==> src/sdc_pkg.sv <==
// Package for the stride dimension coalescer.
// Holds the request and result types and shared constants; no dependencies.
`timescale 1ns / 1ps
`default_nettype none
package sdc_pkg;

  localparam int STRIDE_FIELDS   = 4;
  localparam int DEF_MAX_TENSORS = 4;
  localparam int EXT_IN_W        = 32;
  localparam int EXT_W           = 48;
  localparam int STRIDE_W        = 40;
  localparam int CNT_W           = 3;
  localparam int OBUF_DEPTH      = 4;
  localparam int PTR_W           = $clog2(OBUF_DEPTH);

  localparam logic [CNT_W-1:0] TENSORS_RESET = CNT_W'(2);
  localparam logic [EXT_W-1:0] EXTENT_MAX    = {EXT_W{1'b1}};

  typedef struct packed {
    logic [EXT_IN_W-1:0] extent;
    logic [STRIDE_W-1:0] stride_t0;
    logic [STRIDE_W-1:0] stride_t1;
    logic [STRIDE_W-1:0] stride_t2;
    logic [STRIDE_W-1:0] stride_t3;
    logic                final_dim;
  } in_item_t;

  typedef struct packed {
    logic [EXT_W-1:0]    out_extent;
    logic [STRIDE_W-1:0] out_stride_t0;
    logic [STRIDE_W-1:0] out_stride_t1;
    logic [STRIDE_W-1:0] out_stride_t2;
    logic [STRIDE_W-1:0] out_stride_t3;
    logic                out_last;
    logic                extent_overflow;
  } res_item_t;

endpackage
`default_nettype wire

==> src/sdc_ext_mul.sv <==
// Saturating product of the held extent and an incoming extent.
// Uses sdc_pkg for widths and the saturation value.
`timescale 1ns / 1ps
`default_nettype none
module sdc_ext_mul
  import sdc_pkg::*;
(
  input  wire logic [EXT_W-1:0]    held,
  input  wire logic [EXT_IN_W-1:0] ext,
  output logic [EXT_W-1:0]         prod,
  output logic                     sat
);

  localparam int HALF = EXT_W / 2;
  localparam int PP_W = HALF + EXT_IN_W;
  localparam int PR_W = EXT_W + EXT_IN_W;

  logic [PP_W-1:0] p_lo;
  logic [PP_W-1:0] p_hi;
  logic [PR_W-1:0] full;

  assign p_lo = PP_W'(held[HALF-1:0]) * PP_W'(ext);
  assign p_hi = PP_W'(held[EXT_W-1:HALF]) * PP_W'(ext);
  assign full = (PR_W'(p_hi) << HALF) + PR_W'(p_lo);
  assign sat  = |full[PR_W-1:EXT_W];
  assign prod = sat ? EXTENT_MAX : full[EXT_W-1:0];

endmodule
`default_nettype wire

==> config.mk <==
export PLATFORM = sky130hd
export DESIGN_NAME = sdc_ext_mul
export DESIGN_NICKNAME = d
export VERILOG_FILES = /design/src/sdc_pkg.sv /design/src/sdc_ext_mul.sv
export SDC_FILE = /design/constraint.sdc
export NUM_CORES = 2
export LEC_CHECK = 0
export ABC_AREA = 1
export BUFFER_PORTS_ARGS = -buffer_cell sky130_fd_sc_hd__buf_4
export CAP_MARGIN = 20
export CORE_MARGIN = 1.5
export CORE_UTILIZATION = 55
export DETAILED_ROUTE_END_ITERATION = 10
export PLACE_DENSITY = 0.71
export SYNTH_ARGS = -nofsm -noshare
export SYNTH_HDL_FRONTEND = slang
export SYNTH_SLANG_ARGS = --single-unit
==> constraint.sdc <==
create_clock -name vclk -period 12.6
set_input_delay 0.63 -clock vclk [all_inputs]
set_output_delay 0.63 -clock vclk [all_outputs]
set_load 0.05 [all_outputs]
# Word-level counts from Yosys, hierarchy flattened
# Index checks and enable logic that the tools add are counted.
# Widths: inputs -> output; s select.
# classes
n_addsub,1
n_mul,2
muxes,1
reduce_logical,1
# op_table
operator,n
$mul 24x32->56,2
$add 80x56->80,1
$mux 48,1
$reduce_or 32->1,1
# word_totals
inputBits,80
word_cells,5
ff_bits,0

# Logic depth before layout (Yosys ltp)
# depth
word_depth,4
mapped_depth,56
mapped_depth_nobuf,52

# Worst setup path before layout
# OpenSTA, ideal clock, no wires.
# synth_path
path_kind,in2out
from,input port ext[9]
to,output port prod[28]
t_required_ns,11.970
stages,51
slack_ns,1.871
n_path_buf,4
t_arrival_ns,10.099
cell_sequence,clkbuf_1 buf_1 nand2_1 fa_1 inv_1 fa_1 inv_1 fa_1 inv_1 ha_1 fa_1 inv_1 fa_1 fa_1 inv_1 ha_1 nand2_1 nand2_1 (+15 left out) nor2_2 inv_1 nor2_1 nand2_1 inv_1 nand2_1 nand3_1 nand4_4 nor2_1 nand2_1 nand2_1 nand2_1 nor2_1 nand2_1 nor2_4 buf_6 buf_6 nand4_1
# synth_between
elab_chain_len,4
elab_cells_between_ends,5
# synth_rtl
item,line_no,text
"start, declared",sdc_ext_mul.sv:9,"input wire logic [EXT_IN_W-1:0] ext,"
"$mul 24x32->56, on equally long branches","sdc_ext_mul.sv:23, sdc_ext_mul.sv:22",
$add 80x56->80 (*),sdc_ext_mul.sv:24,assign full = (PR_W'(p_hi) << HALF) + PR_W'(p_lo);
$reduce_or 32->1,sdc_ext_mul.sv:25,assign sat = |full[PR_W-1:EXT_W];
$mux 48 (*),sdc_ext_mul.sv:26,assign prod = sat ? EXTENT_MAX : full[EXT_W-1:0];
"end, declared",sdc_ext_mul.sv:10,"output logic [EXT_W-1:0] prod,"
# Every way passes the cells marked *; elsewhere a longest branch is shown, timed or not.

# Worst setup path after layout
# layout_path
from,input port ext[17]
to,output port prod[15]
# layout_between
elab_chain_len,4
elab_cells_between_ends,5
# layout_rtl
item,line_no
"$mul 24x32->56, on equally long branches","sdc_ext_mul.sv:23, sdc_ext_mul.sv:22"
$add 80x56->80 (*),sdc_ext_mul.sv:24
$reduce_or 32->1 (*),sdc_ext_mul.sv:25
$mux 48 (*),sdc_ext_mul.sv:26
# Marked as above.

==> results_dict.tcl <==
set metrics [dict create \
    crit_top_cell "nand2_1" \
    n_clock_buffer 0 \
    maxCapViolations 0 \
    num_rows 116 \
    area_growth_pct 3.221 \
    dr.first_iter.drc_count 3461 \
    tns_ns 0 \
    setup_viol 0 \
    fmaxAchievable_mhz 82.91 \
    cts_resized 0 \
    rsz0062_at_grt "false" \
    cp-end-kind "output pin" \
    drive_above_1_share_pct 3.784 \
    seq_area_frac_synth_pct 0 \
    yosysTopAreaCell "fa_1" \
    grt_pass1_vias 48224 \
    status "finished, final reports clean" \
    cp_slowest_cell "fa_1" \
    n_antenna_cell 0 \
    place_area_um2 57540 \
    grt_use_met2_pct 55.37 \
    stdcell_area_um2 57540 \
    hold_viol 0 \
    grt.busiest_layer "met2" \
    initial_core_util_pct 55.58 \
    nNetsFinal 9373 \
    grtUsageMet3_pct 5.031 \
    crit_required_ns 11.97 \
    avgSynthCellArea_um2 7.238 \
    dp.cells 8915 \
    critPathBufInv 11 \
    vias 45835 \
    die_height_um 321.4 \
    min_to "prod[0]" \
    crit_type "in2out" \
    syn_inst 7701 \
    post-cts-setup-buffers 0 \
    grt-ovfl-total 0 \
    grt_pass1_wl_um 265000 \
    design.core.area_um2 100300 \
    synth.top_cells.by_count "inv_1, nand2_1, fa_1" \
    synth.distinct_cells 43 \
    yosysWarningCount 0 \
    yosysMostFrequentCell "inv_1" \
    nFlopsAndLatches 0 \
    io_buffers 129 \
    startpoint_type "primary input" \
    hold_class "in2out" \
    ant_nets 0 \
    finalMaxSlewViolations 0 \
    max_stage_delay_ns 0.63 \
    syn_area_um2 55740 \
    max_slew.worst_pin.slew_ns 0.8235 \
    nFillCells 9577 \
    hold_start "held[0]" \
    drc_errors 0 \
    die_width_um 321.4 \
    path_max_fanout 49 \
    cpLargestDelayFamily "adder cells" \
    stdcell_count 8915 \
    seq_area_um2 0 \
    cp.arrival_ns 11.43 \
    min_period_ns 12.06 \
    dieArea_um2 103300 \
    vias_per_cell 5.141 \
    dp_slack_ns 0.7294 \
    ios 129 \
    setup_ws_ns 0.5388 \
    met1_usage_pct 44.38 \
    grt_max_degree 50 \
    syn_nets 9514 \
    antenna_found_initial 3 \
    gp_congestion 0.9940 \
    multi_input_area_um2 44720 \
    grt.total_usage_pct 32.92 \
    dp_hpwl_um 135700 \
    cp-startpoint "ext[17]" \
    relSlewSlack_pct 45.10 \
    hold_buffers 0 \
    dr.pass1.iters 8 \
    post-route-period-util_pct 95.72 \
    finalWirelength_um 164000 \
    hold-path-cell-count 4 \
    synth_top_area_share_pct 48.48 \
    wl_per_cell_um 18.39 \
    yosys-top-cells-area "fa_1, inv_1, nand2_1" \
]
[stage by stage]
step / hold WS [ns] / utilization [%]
floorplan: 1.667 / -
global placement: 1.921 / 57.37
detailed placement: 1.908 / 57.37
CTS: 1.911 / 57.37
global route: 1.958 / 57.37
finish: 1.929 / 57.37
[layout by cell type, fill, tap and decap left out]
cell type and instances:
and2_0 1, a31oi_1 13, nand3_1 104, o21a_1 2
nand4_4 1, a311oi_1 1, o21bai_1 20, or2_2 2
or2_0 1, nand2_2 30, o21ai_0 33, nand2_4 1
nand4_1 70, a21oi_2 1, clkinv_1 3, o21ai_1 1
a31o_2 1, a21oi_1 108, nand2_1 2291, nor2_1 201
buf_4 174, and3_1 2, nor2_2 32, nor3_1 14
fa_1 1350, nor4_1 4, a21o_1 7, inv_2 17
ha_1 383, and2_1 3, nand3_2 9, nand3b_1 3
inv_1 2578, xor2_1 36, nor2_4 6, o211ai_1 1
nand4_2 9, buf_12 3, xnor2_1 42
[cell families after synthesis]
kind of cell | synth area share [%]
and+or+nand+nor | 20.05
buffers and inverters | 19.77
xor gates and xnor gates | 1.226
AOI/OAI and AO/OA | 1.872
adders and majority gates | 57.08
[final cells by class]
type                       count  share of cell area, %
multi-input combinational   4783                  77.73
inverter                    2598                  16.95
tap                         1357                  2.951
timing repair buffer         177                  2.375
[worst max path at each step]
stage / endpoint / depth (start not counted) / slack (ns)
2_1_floorplan: prod[28] / 51 / 1.87
3_3_place_gp: prod[3] / 43 / 0.77
3_5_place_dp: prod[15] / 45 / 0.73
4_1_cts: prod[15] / 45 / 0.70
5_1_grt: prod[15] / 49 / 0.02
6_report: prod[15] / 45 / 0.54
[layer usage]
metal  part of all wire, %  routed length, um  vias to the layer above
met5                 0.024                 39                        -
met4                   3.2               5236                        6
met3                   8.3              13560                      287
met2                    48              79190                     1848
met1                    40              65940                    22856
li1                      -                  -                    20838
Power is not shown: default switching activity piles up to over one toggle a cycle in this logic, so the estimate is an artifact.
