--- src/sdc_pkg.sv ---
// Package for the stride dimension coalescer.
// Holds the request and result types and shared constants; no dependencies.
`timescale 1ns / 1ps
`default_nettype none
package sdc_pkg;

  localparam int STRIDE_FIELDS   = 4;
  localparam int DEF_MAX_TENSORS = 4;
  localparam int EXT_IN_W        = 32;
  localparam int EXT_W           = 48;
  localparam int STRIDE_W        = 40;
  localparam int CNT_W           = 3;
  localparam int OBUF_DEPTH      = 4;
  localparam int PTR_W           = $clog2(OBUF_DEPTH);

  localparam logic [CNT_W-1:0] TENSORS_RESET = CNT_W'(2);
  localparam logic [EXT_W-1:0] EXTENT_MAX    = {EXT_W{1'b1}};

  typedef struct packed {
    logic [EXT_IN_W-1:0] extent;
    logic [STRIDE_W-1:0] stride_t0;
    logic [STRIDE_W-1:0] stride_t1;
    logic [STRIDE_W-1:0] stride_t2;
    logic [STRIDE_W-1:0] stride_t3;
    logic                final_dim;
  } in_item_t;

  typedef struct packed {
    logic [EXT_W-1:0]    out_extent;
    logic [STRIDE_W-1:0] out_stride_t0;
    logic [STRIDE_W-1:0] out_stride_t1;
    logic [STRIDE_W-1:0] out_stride_t2;
    logic [STRIDE_W-1:0] out_stride_t3;
    logic                out_last;
    logic                extent_overflow;
  } res_item_t;

endpackage
`default_nettype wire

--- src/sdc_prod_cmp.sv ---
// Exact test of extent times stride against a held stride for one tensor.
// Uses sdc_pkg for widths.
`timescale 1ns / 1ps
`default_nettype none
module sdc_prod_cmp
  import sdc_pkg::*;
(
  input  wire logic [EXT_IN_W-1:0] ext,
  input  wire logic [STRIDE_W-1:0] stride,
  input  wire logic [STRIDE_W-1:0] target,
  output logic                     eq
);

  localparam int HALF = STRIDE_W / 2;
  localparam int PP_W = EXT_IN_W + STRIDE_W - HALF;
  localparam int PR_W = EXT_IN_W + STRIDE_W;

  logic [PP_W-1:0] p_lo;
  logic [PP_W-1:0] p_hi;
  logic [PR_W-1:0] prod;

  assign p_lo = PP_W'(ext) * PP_W'(stride[HALF-1:0]);
  assign p_hi = PP_W'(ext) * PP_W'(stride[STRIDE_W-1:HALF]);
  assign prod = (PR_W'(p_hi) << HALF) + PR_W'(p_lo);
  assign eq   = (prod == PR_W'(target));

endmodule
`default_nettype wire

--- config.mk ---
export PLATFORM = sky130hd
export DESIGN_NAME = sdc_prod_cmp
export DESIGN_NICKNAME = d
export VERILOG_FILES = /design/src/sdc_pkg.sv /design/src/sdc_prod_cmp.sv
export SDC_FILE = /design/constraint.sdc
export NUM_CORES = 2
export LEC_CHECK = 0
export ABC_AREA = 1
export BUFFER_PORTS_ARGS = -buffer_cell sky130_fd_sc_hd__buf_2
export CAP_MARGIN = 25
export CELL_PAD_IN_SITES_DETAIL_PLACEMENT = 0
export CELL_PAD_IN_SITES_GLOBAL_PLACEMENT = 1
export CORE_ASPECT_RATIO = 0.75
export CORE_UTILIZATION = 45
export DETAILED_ROUTE_END_ITERATION = 8
export PLACE_DENSITY_LB_ADDON = 0.1
export SLEW_MARGIN = 20
export SYNTH_ARGS = -nofsm -noshare
export SYNTH_HDL_FRONTEND = slang
export SYNTH_SLANG_ARGS = --single-unit
--- constraint.sdc ---
create_clock -name vclk -period 14.4
set_clock_uncertainty 0.2 [all_clocks]
set_input_delay 2.88 -clock vclk [all_inputs]
set_output_delay 2.88 -clock vclk [all_outputs]
set_load 0.005 [all_outputs]
# Yosys cells after proc, flatten, opt, wreduce, memory -nomap -nowiden
# Index checks and enable logic that the tools add are counted.
[totals]
ff_bits = 0
inputBits = 112
output_inout_bits = 1
word_cells = 4
[op_classes]
addsub = 1
multipliers = 2
eq_ne = 1
[op_table]
columns = ["op", "n"]
rows = [
  ["32-bit by 20-bit multiplier with 52-bit output", 2],
  ["72-bit by 52-bit adder with 72-bit output", 1],
  ["72-bit by 40-bit == test with 1-bit output", 1],
]

# Logic depth before layout (Yosys ltp)
[logic_depth]
ltp_word = 3
mapped_depth = 53
ltp_nobuf = 52

# Worst setup path before layout
# No wires, ideal clock.
[synth_timing]
path_type = "input -> output"
startpoint = "in ext[0]"
endpoint = "out eq"
arrival_time_ns = 12.282
setup_slack_ns = -0.962
path_stages = 49
n_path_buf = 2
cell_sequence = "clkbuf_1 > buf_1 > nand2_1 > fa_1 > fa_1 > fa_1 > fa_1 > inv_1 > ha_1 > inv_1 > fa_1 > fa_1 > inv_1 > ha_1 > nand2_2 > inv_1 > nand2_1 > nand2_1 > [13 not listed] > inv_1 > nor2_1 > nand2_1 > inv_1 > nand4_1 > nand3_1 > nand2_1 > nand2_1 > nand3_2 > nand2_4 > nand2_2 > nand2_1 > nand2_1 > nor2_1 > nand2_1 > nor2_1 > nand2_1 > nor2_1"
[synth_via]
elab_chain_len = 3
elab_cells_between_ends = 4
cone_classes = "add/sub: 1; mul: 2; eq/ne: 1"
[synth_rtl]
columns = ["item", "line", "text"]
rows = [
  ["start: declaration", "sdc_prod_cmp.sv:8", "input wire logic [EXT_IN_W-1:0] ext,"],
  ["32-bit by 20-bit multiplier with 52-bit output (on tied branches)", "sdc_prod_cmp.sv:22, sdc_prod_cmp.sv:23", ""],
  ["72-bit by 52-bit adder with 72-bit output *", "sdc_prod_cmp.sv:24", "assign prod = (PR_W'(p_hi) << HALF) + PR_W'(p_lo);"],
  ["72-bit by 40-bit == test with 1-bit output *", "sdc_prod_cmp.sv:25", "assign eq = (prod == PR_W'(target));"],
  ["end: declaration", "sdc_prod_cmp.sv:11", "output logic eq"],
]
# Mark *: on every way between the ends. The rest lies on a longest branch, timed or not.

# Final worst setup path
[layout_timing]
startpoint = "in stride[27]"
endpoint = "out eq"
[layout_via]
elab_chain_len = 3
[layout_rtl]
columns = ["item", "line", "text"]
rows = [
  ["start: declaration", "sdc_prod_cmp.sv:9", "input wire logic [STRIDE_W-1:0] stride,"],
  ["32-bit by 20-bit multiplier with 52-bit output", "sdc_prod_cmp.sv:23", "assign p_hi = PP_W'(ext) * PP_W'(stride[STRIDE_W-1:HALF]);"],
  ["72-bit by 52-bit adder with 72-bit output", "sdc_prod_cmp.sv:24", ""],
  ["72-bit by 40-bit == test with 1-bit output", "sdc_prod_cmp.sv:25", ""],
]
# No other way between the ends.

==> flow_results.xml <==
<?xml version="1.0" encoding="UTF-8"?>
<metrics>
  <group name="grt">
    <metric name="antenna_found_initial" unit="">2</metric>
    <metric name="first_pass_grt_wire_length" unit="µm">255000</metric>
    <metric name="overflow" unit="">0</metric>
    <metric name="grt_start_max_net_pins" unit="">39</metric>
    <metric name="grt_pass1_vias" unit="">43400</metric>
    <metric name="track_usage" unit="%">30.4</metric>
  </group>
  <group name="die">
    <metric name="core_region_area" unit="mm²">0.106</metric>
    <metric name="chipHeight" unit="µm">285</metric>
    <metric name="boundaryPins" unit="">113</metric>
    <metric name="num_rows" unit="">103</metric>
    <metric name="initial_utilization" unit="%">45.6</metric>
    <metric name="design.die.area" unit="mm²">0.108</metric>
    <metric name="fp.dieW" unit="µm">380</metric>
  </group>
  <group name="cells_and_area">
    <metric name="commonest_non_fill_non_tap_cells_in_the_layout" unit="">sky130_fd_sc_hd__inv_1, sky130_fd_sc_hd__nand2_1, sky130_fd_sc_hd__fa_1, sky130_fd_sc_hd__buf_4, sky130_fd_sc_hd__ha_1</metric>
    <metric name="area_delta_synth_final" unit="%">14.2</metric>
    <metric name="clockBufferCount" unit="">0</metric>
    <metric name="final_common_cell" unit="">sky130_fd_sc_hd__inv_1</metric>
    <metric name="flops_and_latches" unit="">0</metric>
    <metric name="num-fill-cells" unit="">10700</metric>
    <metric name="final_instance_area" unit="mm²">0.0551</metric>
    <metric name="fin_nets" unit="">8838</metric>
    <metric name="multiInputGateArea" unit="mm²">0.0390</metric>
    <metric name="final_cell_count_no_fill" unit="">8693</metric>
    <metric name="post_route_cells_drive_above_1_share" unit="%">13.0</metric>
    <metric name="seqCellArea" unit="µm²">0</metric>
  </group>
  <group name="setup_path">
    <metric name="worst_setup_path_end_kind" unit="">output pin</metric>
    <metric name="critical_path.slowest_cell" unit="">sky130_fd_sc_hd__fa_2</metric>
    <metric name="arrival" unit="ns">12.87</metric>
    <metric name="cp_common_cell" unit="">sky130_fd_sc_hd__fa_1</metric>
    <metric name="critPathMaxFanout" unit="">8</metric>
    <metric name="timing.critical_path.from_type" unit="">primary input</metric>
    <metric name="critical_path_required" unit="ns">11.32</metric>
    <metric name="critical_path_class" unit="">in2out</metric>
    <metric name="worst_path_largest_cell_delay" unit="ns">0.71</metric>
  </group>
  <group name="logic_synthesis">
    <metric name="yosys-top-cells-area" unit="">sky130_fd_sc_hd__fa_1, sky130_fd_sc_hd__inv_1, sky130_fd_sc_hd__nand2_1, sky130_fd_sc_hd__ha_1, sky130_fd_sc_hd__clkbuf_1</metric>
    <metric name="synth_largest_area_cell" unit="">sky130_fd_sc_hd__fa_1</metric>
    <metric name="synthesis.instances" unit="">6841</metric>
    <metric name="synth.net_count" unit="">8403</metric>
    <metric name="synth_top_area_share" unit="%">45.9</metric>
    <metric name="synth_seq_area_share" unit="%">0</metric>
    <metric name="netlist-cell-type-count" unit="">39</metric>
    <metric name="synth-warning-count" unit="">0</metric>
    <metric name="synth.cell_area" unit="mm²">0.0482</metric>
    <metric name="synthesis.area_per_instance" unit="µm²">7.04</metric>
  </group>
  <group name="sta">
    <metric name="worst_hold_slack" unit="ns">6.32</metric>
    <metric name="max_slew.worst_pin.slew" unit="ns">0.894</metric>
    <metric name="timing.final.crit_share" unit="%">111</metric>
    <metric name="timing.final.max_slew_violations" unit="">0</metric>
    <metric name="postLayoutSetupSlackWorst" unit="ns">-1.55</metric>
    <metric name="rsz_0062_raised_after_global_routing" unit="">yes</metric>
    <metric name="fin_crit" unit="ns">15.95</metric>
    <metric name="max_slew_margin" unit="%">40.4</metric>
    <metric name="finalHoldViolCount" unit="">0</metric>
    <metric name="clock.fmax" unit="MHz">62.7</metric>
    <metric name="setup_viol" unit="">1</metric>
  </group>
  <group name="drt">
    <metric name="drt_first_iter_violations" unit="">2882</metric>
    <metric name="routed-via-count" unit="">40900</metric>
    <metric name="detail_route.first_pass.iterations" unit="">5</metric>
    <metric name="routed_via_density" unit="">4.70</metric>
    <metric name="post-route-drc-count" unit="">0</metric>
    <metric name="detail_route.wirelength" unit="µm">159000</metric>
    <metric name="post_drt_wl_per_cell" unit="µm">18.3</metric>
    <metric name="drtAntennaViolNets" unit="">0</metric>
  </group>
  <group name="outcome">
    <metric name="outcome" unit="">finished with violations</metric>
    <metric name="violations_in_the_final_reports" unit="">setup timing</metric>
  </group>
  <group name="place">
    <metric name="port_buffers" unit="">113</metric>
    <metric name="detailed_place_hpwl" unit="µm">137000</metric>
    <metric name="placedInstanceArea" unit="mm²">0.0542</metric>
    <metric name="gp_routability_congestion" unit="">0.928</metric>
    <metric name="preCtsSetupSlack" unit="ns">-2.04</metric>
    <metric name="placedCellCount" unit="">8686</metric>
  </group>
  <group name="min_path">
    <metric name="hold_path_end" unit="">eq</metric>
    <metric name="hp-start" unit="">target[35]</metric>
    <metric name="cell_depth_of_the_worst_min_delay_path" unit="">10</metric>
    <metric name="hp-class" unit="">in2out</metric>
  </group>
  <group name="cts">
    <metric name="holdBufCountCts" unit="">0</metric>
  </group>
  <group name="job">
    <metric name="timing.max_cap.violations" unit="">0</metric>
  </group>
</metrics>
## per-stage QoR
stage	utilization [%]	TNS [ns]
2_1_floorplan	-	-0.386
3_3_place_gp	51.2	-2.10
3_5_place_dp	51.2	-2.04
4_1_cts	51.9	-1.53
5_1_grt	52.1	-2.01
6_report	52.1	-1.55
## cell families after synthesis
logic type	after synthesis	synth area share, %
adders and majority gates	1450	54.9
xor gates and xnor gates	84	1.53
AOI/OAI and AO/OA	219	2.54
buffers and inverters	2693	21.0
and+or+nand+nor	2395	20.1
## how the worst max path moves through the flow
stage	startpoint	end	cells after the start
floorplan	stride[22]	eq	48
global placement	stride[22]	eq	48
detailed placement	stride[22]	eq	48
CTS	stride[23]	eq	51
global route	stride[27]	eq	52
finish	stride[27]	eq	48
## synthesized netlist by cell type
master / instances
sky130_fd_sc_hd__fa_1: 1105
sky130_fd_sc_hd__a21oi_4: 1
sky130_fd_sc_hd__buf_1: 9
sky130_fd_sc_hd__nand2_1: 1910
sky130_fd_sc_hd__nand3_1: 118
sky130_fd_sc_hd__o211ai_1: 3
sky130_fd_sc_hd__nor2_2: 21
sky130_fd_sc_hd__or2_1: 2
sky130_fd_sc_hd__nor3_1: 14
sky130_fd_sc_hd__a21boi_0: 2
sky130_fd_sc_hd__a21oi_1: 111
sky130_fd_sc_hd__nand2_4: 4
sky130_fd_sc_hd__clkbuf_1: 239
sky130_fd_sc_hd__or2_2: 4
sky130_fd_sc_hd__nor2_1: 204
sky130_fd_sc_hd__xor2_1: 34
sky130_fd_sc_hd__and3_1: 2
sky130_fd_sc_hd__inv_2: 10
sky130_fd_sc_hd__o21a_1: 5
sky130_fd_sc_hd__nor4_1: 4
sky130_fd_sc_hd__nor3_2: 3
sky130_fd_sc_hd__nand3_2: 15
sky130_fd_sc_hd__and2_1: 5
sky130_fd_sc_hd__o21bai_1: 17
sky130_fd_sc_hd__nand3b_1: 7
sky130_fd_sc_hd__xnor2_1: 50
sky130_fd_sc_hd__nor2_4: 10
sky130_fd_sc_hd__a31oi_1: 9
sky130_fd_sc_hd__a21o_1: 5
sky130_fd_sc_hd__inv_1: 2435
sky130_fd_sc_hd__nand2_2: 33
sky130_fd_sc_hd__a21oi_2: 4
sky130_fd_sc_hd__o21ai_0: 53
sky130_fd_sc_hd__nand2b_1: 1
sky130_fd_sc_hd__ha_1: 345
sky130_fd_sc_hd__o21bai_2: 2
sky130_fd_sc_hd__and2_4: 1
sky130_fd_sc_hd__nand4_1: 37
sky130_fd_sc_hd__o21ai_1: 7
## area by class of cell
type / count / share of cell area (%)
multi-input combinational: 4148 / 70.8
antenna: 2 / 0.00909
timing repair buffer: 681 / 9.27
tap: 1417 / 3.22
inverter: 2445 / 16.7
## critical path, delay by kind of cell
kind            cells  cell delay, ns
buf+inv            15            1.66
simple gates       16            1.78
xor+xnor            1            0.16
fa+ha+maj          13            5.84
compound gates      3            0.54
## layer usage
layer	GRT usage, %	routed length (µm)	up-vias
li1	-	-	19600
met1	46.9	77700	20100
met2	47.3	68300	1068
met3	3.32	10500	100
met4	3.56	2210	0
met5	0	0	-
## timing repair
action	CTS	global route
setup endpoints to repair	1	1
setup buffers	4	1
gates resized for setup	148	50
pin swaps	74	39
endpoints found under the hold margin	0	0
Power is left out: the tool's default activity adds up to more than one toggle a clock period on the data nets, which glitch-free logic cannot reach.
