<file path="src/sdc_pkg.sv">
// Package for the stride dimension coalescer.
// Holds the request and result types and shared constants; no dependencies.
`timescale 1ns / 1ps
`default_nettype none
package sdc_pkg;

  localparam int STRIDE_FIELDS   = 4;
  localparam int DEF_MAX_TENSORS = 4;
  localparam int EXT_IN_W        = 32;
  localparam int EXT_W           = 48;
  localparam int STRIDE_W        = 40;
  localparam int CNT_W           = 3;
  localparam int OBUF_DEPTH      = 4;
  localparam int PTR_W           = $clog2(OBUF_DEPTH);

  localparam logic [CNT_W-1:0] TENSORS_RESET = CNT_W'(2);
  localparam logic [EXT_W-1:0] EXTENT_MAX    = {EXT_W{1'b1}};

  typedef struct packed {
    logic [EXT_IN_W-1:0] extent;
    logic [STRIDE_W-1:0] stride_t0;
    logic [STRIDE_W-1:0] stride_t1;
    logic [STRIDE_W-1:0] stride_t2;
    logic [STRIDE_W-1:0] stride_t3;
    logic                final_dim;
  } in_item_t;

  typedef struct packed {
    logic [EXT_W-1:0]    out_extent;
    logic [STRIDE_W-1:0] out_stride_t0;
    logic [STRIDE_W-1:0] out_stride_t1;
    logic [STRIDE_W-1:0] out_stride_t2;
    logic [STRIDE_W-1:0] out_stride_t3;
    logic                out_last;
    logic                extent_overflow;
  } res_item_t;

endpackage
`default_nettype wire

</file>
<file path="src/sdc_out_fifo.sv">
// Result queue taking up to two results a cycle and giving one while out_stall is low.
// Uses sdc_pkg for the result type and queue depth.
`timescale 1ns / 1ps
`default_nettype none
module sdc_out_fifo
  import sdc_pkg::*;
(
  input  wire logic      clk,
  input  wire logic      rst_n,
  input  wire logic [1:0] push_cnt,
  input  wire res_item_t push_a,
  input  wire res_item_t push_b,
  output logic           room,
  output logic           out_valid,
  input  wire logic      out_stall,
  output res_item_t      out_data
);

  res_item_t        mem_r [OBUF_DEPTH];
  logic [PTR_W-1:0] wr_ptr_r, wr_ptr_nxt;
  logic [PTR_W-1:0] rd_ptr_r, rd_ptr_nxt;
  logic [PTR_W:0]   cnt_r, cnt_nxt;
  logic             pop;

  assign out_valid = (cnt_r != '0);
  assign out_data  = mem_r[rd_ptr_r];
  assign pop       = out_valid && !out_stall;
  assign room      = (cnt_r <= (PTR_W+1)'(OBUF_DEPTH - 2));

  always_comb begin
    wr_ptr_nxt = wr_ptr_r + PTR_W'(push_cnt);
    rd_ptr_nxt = rd_ptr_r + PTR_W'(pop);
    cnt_nxt    = cnt_r + (PTR_W+1)'(push_cnt) - (PTR_W+1)'(pop);
  end

  always_ff @(posedge clk) begin
    if (!rst_n) begin
      wr_ptr_r <= '0;
      rd_ptr_r <= '0;
      cnt_r    <= '0;
    end else begin
      wr_ptr_r <= wr_ptr_nxt;
      rd_ptr_r <= rd_ptr_nxt;
      cnt_r    <= cnt_nxt;
    end
  end

  always_ff @(posedge clk) begin
    if (push_cnt != 2'd0) begin
      mem_r[wr_ptr_r] <= push_a;
    end
    if (push_cnt == 2'd2) begin
      mem_r[wr_ptr_r + PTR_W'(1)] <= push_b;
    end
  end

  a_cnt_bound: assert property (@(posedge clk) disable iff (!rst_n)
    cnt_r <= (PTR_W+1)'(OBUF_DEPTH))
    else $error("result queue count beyond depth");

  a_push_needs_room: assert property (@(posedge clk) disable iff (!rst_n)
    (push_cnt != 2'd0) |-> room)
    else $error("result queue written without room");

  a_pop_moves_ptr: assert property (@(posedge clk) disable iff (!rst_n)
    (pop && push_cnt == 2'd0) |=> cnt_r == $past(cnt_r) - (PTR_W+1)'(1))
    else $error("result queue count not decremented on a lone pop");

endmodule
`default_nettype wire

</file>
<file path="config.mk">
export PLATFORM = sky130hd
export DESIGN_NAME = sdc_out_fifo
export DESIGN_NICKNAME = d
export VERILOG_FILES = /design/src/sdc_pkg.sv /design/src/sdc_out_fifo.sv
export SDC_FILE = /design/constraint.sdc
export NUM_CORES = 1
export LEC_CHECK = 0
export BUFFER_PORTS_ARGS = -buffer_cell sky130_fd_sc_hd__buf_2
export CAP_MARGIN = 20
export CORE_MARGIN = 10
export CORE_UTILIZATION = 60
export CTS_CLUSTER_SIZE = 20
export DETAILED_ROUTE_END_ITERATION = 10
export PLACE_DENSITY = 0.84
export SKIP_LAST_GASP = 1
export SYNTH_ARGS = -nofsm -noshare
export SYNTH_HDL_FRONTEND = slang
export SYNTH_SLANG_ARGS = --single-unit
export TNS_END_PERCENT = 10
</file>
<file path="constraint.sdc">
create_clock -name clk -period 33.7 [get_ports clk]
set_input_delay 5.055 -clock clk [delete_from_list [all_inputs] [get_ports clk]]
set_output_delay 5.055 -clock clk [all_outputs]
set_load 0.02 [all_outputs]
</file>
# == Word level (Yosys, flattened, before mapping) ==
# Memory sizes are Yosys's and may differ from the RTL's. A register that Yosys moved wholly into a read port is not among the register bits.
# Index checks and enable logic that the tools add are counted.
# word_totals
ff_bits,7
latch_bits,0
ramBits,840
rom_bits,0
inputBits,425
output_inout_bits,212
word_cells,20
mem_count,1
# memory_table
name,depth,word_bits,read_ports,rd_clocked_by_memory_dff,wr,line_no,source
mem_r,4,210,1,1,2,sdc_out_fifo.sv:19,res_item_t mem_r [OBUF_DEPTH];
# classes
addsub,5
multipliers,0
n_div,0
magnitude_cmp,1
eq_ne,1
shift,0
n_mux,5
n_bitwise,0
reduce_logical,4
# ops
cell,n
$mux 1,4
$add 3x2->3,1
$le 3x2->1 const B,1
$reduce_bool 3->1,1
$sub 3x1->3,1
$add 2x1->2,1
$add 2x1->2 const B,1
$add 2x2->2,1
$eq 2x2->1 const B,1
$mux 2,1
$reduce_bool 2->1,1
$logic_and 1x1->1,1
$logic_not 1->1,1

# == Depth between registers and ports, before layout ==
# Gate-level depths: netlist (run 1).
# depth
word_depth,4
depth_mapped,8
ltp_nobuf,8

# == Least setup slack after synthesis (run 1) ==
# No wires, ideal clock.
# synth_path
path_type,input -> register
startpoint,input push_cnt[0]
endpoint,"memory mem_r[0][0] (netlist bit), enable pin"
setup_time_ps,1070
arrival_time_ps,19776
t_required_ps,32630
setup_slack_ps,12854
stages,2
n_path_buf,0
cell_sequence,o21bai_1 o21ai_0
# synth_rtl
item,line_no,source
"start, declared",sdc_out_fifo.sv:10,"input wire logic [1:0] push_cnt,"
"end, declared",sdc_out_fifo.sv:19,

==> flow_summary.toml, run 1 <==
[timing]
min_period_ns = 8.96
finalMaxSlewViolations = 0
holdWs_ns = 0.672
clock-skew-final_ns = 0.0226
period_share_pct = 26.6
hold_viol = 0
finalSetupViolCount = 0
max_freq_mhz = 112
rsz0062_at_grt = "no"
slew_headroom_pct = 16.6
tightest_slew_ns = 1.25
tns_ns = 0

[route]
firstDrtPassIters = 5
wl_mm = 109
final_antenna_net_count = 0
vias = 23340
drt-initial-drc-count = 2072
met1_length_mm = 38.9
top_layer_used = "met5"
wl_per_cell_um = 29.5
dr_wl_met2_mm = 55.2
route.detailed.drc = 0
viasPerCell = 6.31
route.met3.wl_mm = 10.3

[power_and_ir_drop]
irDropWorstVdd_v = 0.0000434
powerDensity_mw_per_mm2 = 61.0
leakage_uw = 0.0163

[finish]
area_growth_pct = 16.4
postLayoutCellArea_sq_mm = 0.0472
drive_gt1_share_pct = 59.2
layout.nets = 3124
utilization_pct = 70.4

[synth]
synth_cells = 2079
synth.area.top_cells = "edfxtp_1 62%, mux2_2 18%, mux4_2 12%, mux2_1 5.5%, buf_2 0.86%"
ys_seq_area_share_pct = 62.5
synth-async-reset-ratio_pct = 0
synthFlopType = "edfxtp_1"
ys_ff_latch = 847
syn_area_per_cell_sq_um = 19.5
synth_fp_nets = 2508
yosys_warnings = 0
synth_edf_count = 840
synth_commonest_cells = "840 x edfxtp_1, 640 x mux2_2, 210 x mux4_2, 200 x mux2_1, 70 x buf_2"
netlist_area_sq_mm = 0.0406
synth.distinct_cells = 28
synth_top_cell_by_area = "edfxtp_1"
synth_most_common_cell = "edfxtp_1"
synth_top_cell_area_share_pct = 62.1

[worst_hold_path]
hp-class = "reg2reg"

[floorplanning]
die-width_um = 280
initial_core_util_pct = 60.4
core_area_sq_mm = 0.0672
fp.dieArea_sq_mm = 0.0785
std_cell_rows = 95
io_pins = 637
fp.dieH_um = 280

[clocking]
cts_buffers = 88
cts_hold_buf = 0
tritoncts = "yes"
clockRootBuffer = "clkbuf_16"
clock_sinks = 847
postCtsResizedCells = 0
clock_latency_ns = 0.63
postCtsSetupBuffers = 0
clk_pin_slew_ns = 0.06
clk_path_buf_depth = 3
htreeDepth = 3

[setup_path]
crit_type = "reg2out"
crit_family = "buffers and inverters"
slowest_delay_ns = 0.90
slowest_stage = "dfxtp_4"
worst_setup_path_start_kind = "flop"
crit_path_end_kind = "primary output"
cp.required_ns = 28.64
crit_path_cell_trace = "buf_12 -> buf_4 -> mux4_2 -> buf_2"
crit_buf_inv = 3
arrival_ns = 3.91
crit_path_max_fanout = 104

[global_route]
groute.usage.overall_pct = 27.2
grt_max_degree = 151
grt_overflow_total = 0
antenna_found_initial = 72
grt_pass1_vias = 24701
grt_pass1_wl_mm = 160

[run_status]
status = "finished clean"

[job]
maxCapViolCount = 0

[placed_design]
io_buffer_count = 636
placed_area_sq_mm = 0.0445
globalplace.congestion = 0.836
dpl.hpwl_mm = 69.5
[layer usage]
metal,vias to the layer above,GRT usage [%]
met3,262,8.62
met1,12057,32.1
li1,9939,-
met5,-,0
met2,1038,45.2
met4,44,12.4
[worst paths after layout]
check	startpoint	end	slack [ns]	depth (start not counted)
max	rd_ptr_r[0]	out_data[121]	24.74	4
min	cnt_r[2]	cnt_r[2]	0.67	2
min reg2reg	cnt_r[2]	cnt_r[2]	0.67	2
max reg2reg	wr_ptr_r[1]	mem_r[2][52]	29.92	5
[layout by cell type (no fill, tap or decap), types with 2 or more instances in the layout]
master and count:
mux2_1 200, and2_1 5, o21ai_0 2, inv_6 2
diode_2 62, inv_1 4, mux2_2 640, clkinv_2 8
buf_2 636, nand2_1 2, clkbuf_16 89, bufinv_16 2
mux4_2 210, clkbuf_1 28, buf_12 4, a21boi_0 2
or3_1 3, ha_1 3, edfxtp_1 840, clkinv_1 24
nor2_4 2, buf_4 27, nor4_2 2, a21oi_1 2
xnor2_1 4, dfxtp_4 2, dfxtp_1 5
[state kept, by name (all words and copies together), names as in the netlist]
name      flops
mem_r       840
cnt_r         3
rd_ptr_r      2
wr_ptr_r      2
[layout make-up]
| cell class | instances | area (sq um) |
|---|---|---|
| clock inverters | 42 | 302 |
| fillers | 4171 | 19900 |
| flip-flops and latches | 847 | 25400 |
| multi-input cells | 1086 | 14500 |
| well taps | 873 | 1090 |
| clock buffers | 117 | 2330 |
| repair buffers | 667 | 3470 |
| diodes | 62 | 155 |
| inverters | 5 | 18.8 |
[where the power goes]
group	internal (uW)	switching, uW	total [uW]	leakage, uW
Combinational	272	383	655	0.00714
Sequential	1290	35.4	1330	0.00793
Clock	503	400	904	0.00127
[cell families (layout without fill, tap and decap cells)]
group                    count (synthesis)  count (layout)  share of synthesized area, %
AO/OA/AOI/OAI                            9               9                         0.136
other                                    0              62                             0
buffers and inverters                  146             831                          1.93
flip-flops                             847             847                          62.5
XOR/XNOR                                 4               4                        0.0863
multiplexers                          1050            1050                          35.0
AND/OR/NAND/NOR                         19              19                         0.262
adder cells (fa/ha/maj)                  4               4                         0.142
[per-stage QoR]
| step | power [uW] | std cells | setup slack, ns |
|---|---|---|---|
| finish | 2880 | 3699 | 24.74 |
| global route | 2980 | 3675 | 24.28 |
| CTS | 2900 | 3637 | 24.33 |
| detailed placement | 2010 | 3478 | 24.99 |
| global placement | 1990 | 3478 | 24.99 |
| floorplan | 1810 | 2079 | 12.85 |
[worst min-delay path, stage by stage (launching register included)]
cell and delay [ns]:
dfxtp_1 0.37, xnor2_1 0.10, and2_1 0.16
No activity file was read; power rests on OpenSTA's default activity.
==> run 2: changes to the inputs <==
CORE_UTILIZATION = 57   (was 60)
PLACE_DENSITY = 0.8   (was 0.84)
clock period = 8.9 ns   (was 33.7 ns; I/O delays follow)
==> flow_summary.toml, run 2 (synthesized netlist as in run 1, its figures left out) <==
[run_status]
status = "finished clean"

[setup_path]
crit_path_max_fanout = 54
worst_setup_path_start_kind = "flop"
arrival_ns = 3.38
crit_path_end_kind = "primary output"
crit_path_start = "rd_ptr_r[1]"
r2r-end = "mem_r[2][118]"
cp.required_ns = 7.57
r2r_cells = 5
endpoint = "out_data[206]"
r2r_setup_slack_ns = 5.05
crit_type = "reg2out"
worstReg2RegStart = "wr_ptr_r[1]"

[route]
route.detailed.drc = 0
final_antenna_net_count = 0
firstDrtPassIters = 5
viasPerCell = 6.16
drt-initial-drc-count = 1950
wl_mm = 109
vias = 23204
wl_per_cell_um = 28.8

[timing]
finalMaxSlewViolations = 0
slew_headroom_pct = 25.5
min_period_ns = 4.71
finalSetupViolCount = 0
rsz0062_at_grt = "no"
hold_viol = 0
period_share_pct = 52.9
tightest_slew_ns = 1.12
max_freq_mhz = 212
clock-skew-final_ns = 0.0206

[worst_hold_path]
hp-class = "reg2reg"

[finish]
drive_gt1_share_pct = 59.4
layout.nets = 3130
max_flop_register = "mem_r"
reg.largest.list = "mem_r: 840 flops, cnt_r: 3 flops"
utilization_pct = 67.4
stdcell_count = 3768
area_growth_pct = 16.7
final_common_cell = "edfxtp_1"
postLayoutCellArea_sq_mm = 0.0474
largest_reg_flops = 840
final_cell_mix = "840 x edfxtp_1, 640 x mux2_2, 636 x buf_2"

[clocking]
cts_hold_buf = 0
cts_buffers = 90
htreeDepth = 3
tritoncts = "yes"
clk_pin_slew_ns = 0.06
clock_sinks = 847
clockRootBuffer = "clkbuf_16"
postCtsSetupBuffers = 0
clk_path_buf_depth = 3
clock_latency_ns = 0.62
postCtsResizedCells = 0

[global_route]
grt_max_degree = 99
antenna_found_initial = 76
groute.usage.overall_pct = 25.7
grt_overflow_total = 0
grt_pass1_wl_mm = 159
grt_pass1_vias = 24878

[power_and_ir_drop]
seq_power_share_pct = 45.9
power_frac_comb_pct = 22.7
p_switching_uw = 3090
power.internal_uw = 7830
p_sw_share_pct = 28.3
irDropWorstVdd_v = 0.000239
powerDensity_mw_per_mm2 = 231
clock_power_share_pct = 31.4
leakage_uw = 0.0164

[floorplanning]
die-width_um = 287
core_area_sq_mm = 0.0703
initial_core_util_pct = 57.8
std_cell_rows = 97
fp.dieArea_sq_mm = 0.0823
io_pins = 637
fp.dieH_um = 287

[placed_design]
dpl.hpwl_mm = 68.8
globalplace.congestion = 0.805
dp_cells = 3549
placed_area_sq_mm = 0.0446
io_buffer_count = 636

[job]
maxCapViolCount = 0
[run 2: per-layer routing]
metal	up-vias	part of all wire, %	global-route usage, %
met5	-	0.26	0
met4	46	4.3	12.6
met3	252	8.3	7.00
met2	975	51	43.0
met1	11990	36	30.5
li1	9941	-	-
[run 2: power groups by stage]
stage	clock, uW	sequential (uW)	combinational [uW]
6_report	3430	5010	2480
5_1_grt	3650	5050	2620
4_1_cts	3490	5020	2510
3_5_place_dp	0	5100	2500
3_3_place_gp	0	5070	2470
2_1_floorplan	0	5120	1640
[run 2: how the worst min path moves through the flow]
stage | from | end | slack [ns] | depth (start not counted)
final | cnt_r[2] | cnt_r[2] | 0.63 | 2
after global routing | cnt_r[2] | cnt_r[2] | 0.65 | 2
after CTS | cnt_r[2] | cnt_r[2] | 0.62 | 2
after detailed placement | cnt_r[2] | cnt_r[2] | 0.61 | 2
after global placement | cnt_r[2] | cnt_r[2] | 0.58 | 2
after floorplan | cnt_r[2] | cnt_r[2] | 0.57 | 2
[run 2: final cells by class]
type                            instances  area [sq um]
Multi-Input combinational cell       1086         14500
Sequential cell                       847         25400
Tap cell                              940          1180
Fill cell                            4639         22900
Timing Repair Buffer                  671          3480
Antenna cell                           58           145
Clock inverter                         46           288
Inverter                                5          18.8
Clock buffer                          115          2390
[run 2: per-stage QoR]
| stage | power (uW) | setup WS (ns) | setup TNS [ns] | hold WS [ns] |
|---|---|---|---|---|
| after global routing | 11300 | 3.96 | 0 | 0.652 |
| after detailed placement | 7600 | 3.87 | 0 | 0.612 |
| after global placement | 7540 | 3.86 | 0 | 0.581 |
| final | 10900 | 4.19 | 0 | 0.629 |
| after floorplan | 6760 | -2.17 | -911.15 | 0.567 |
| after CTS | 11000 | 4.10 | 0 | 0.625 |
[run 2: worst max-delay path, cell delays in order, from the launching register on]
cell,delay (ns)
dfxtp_4,0.75
buf_4,0.52
buf_4,0.77
mux4_2,0.47
buf_2,0.19
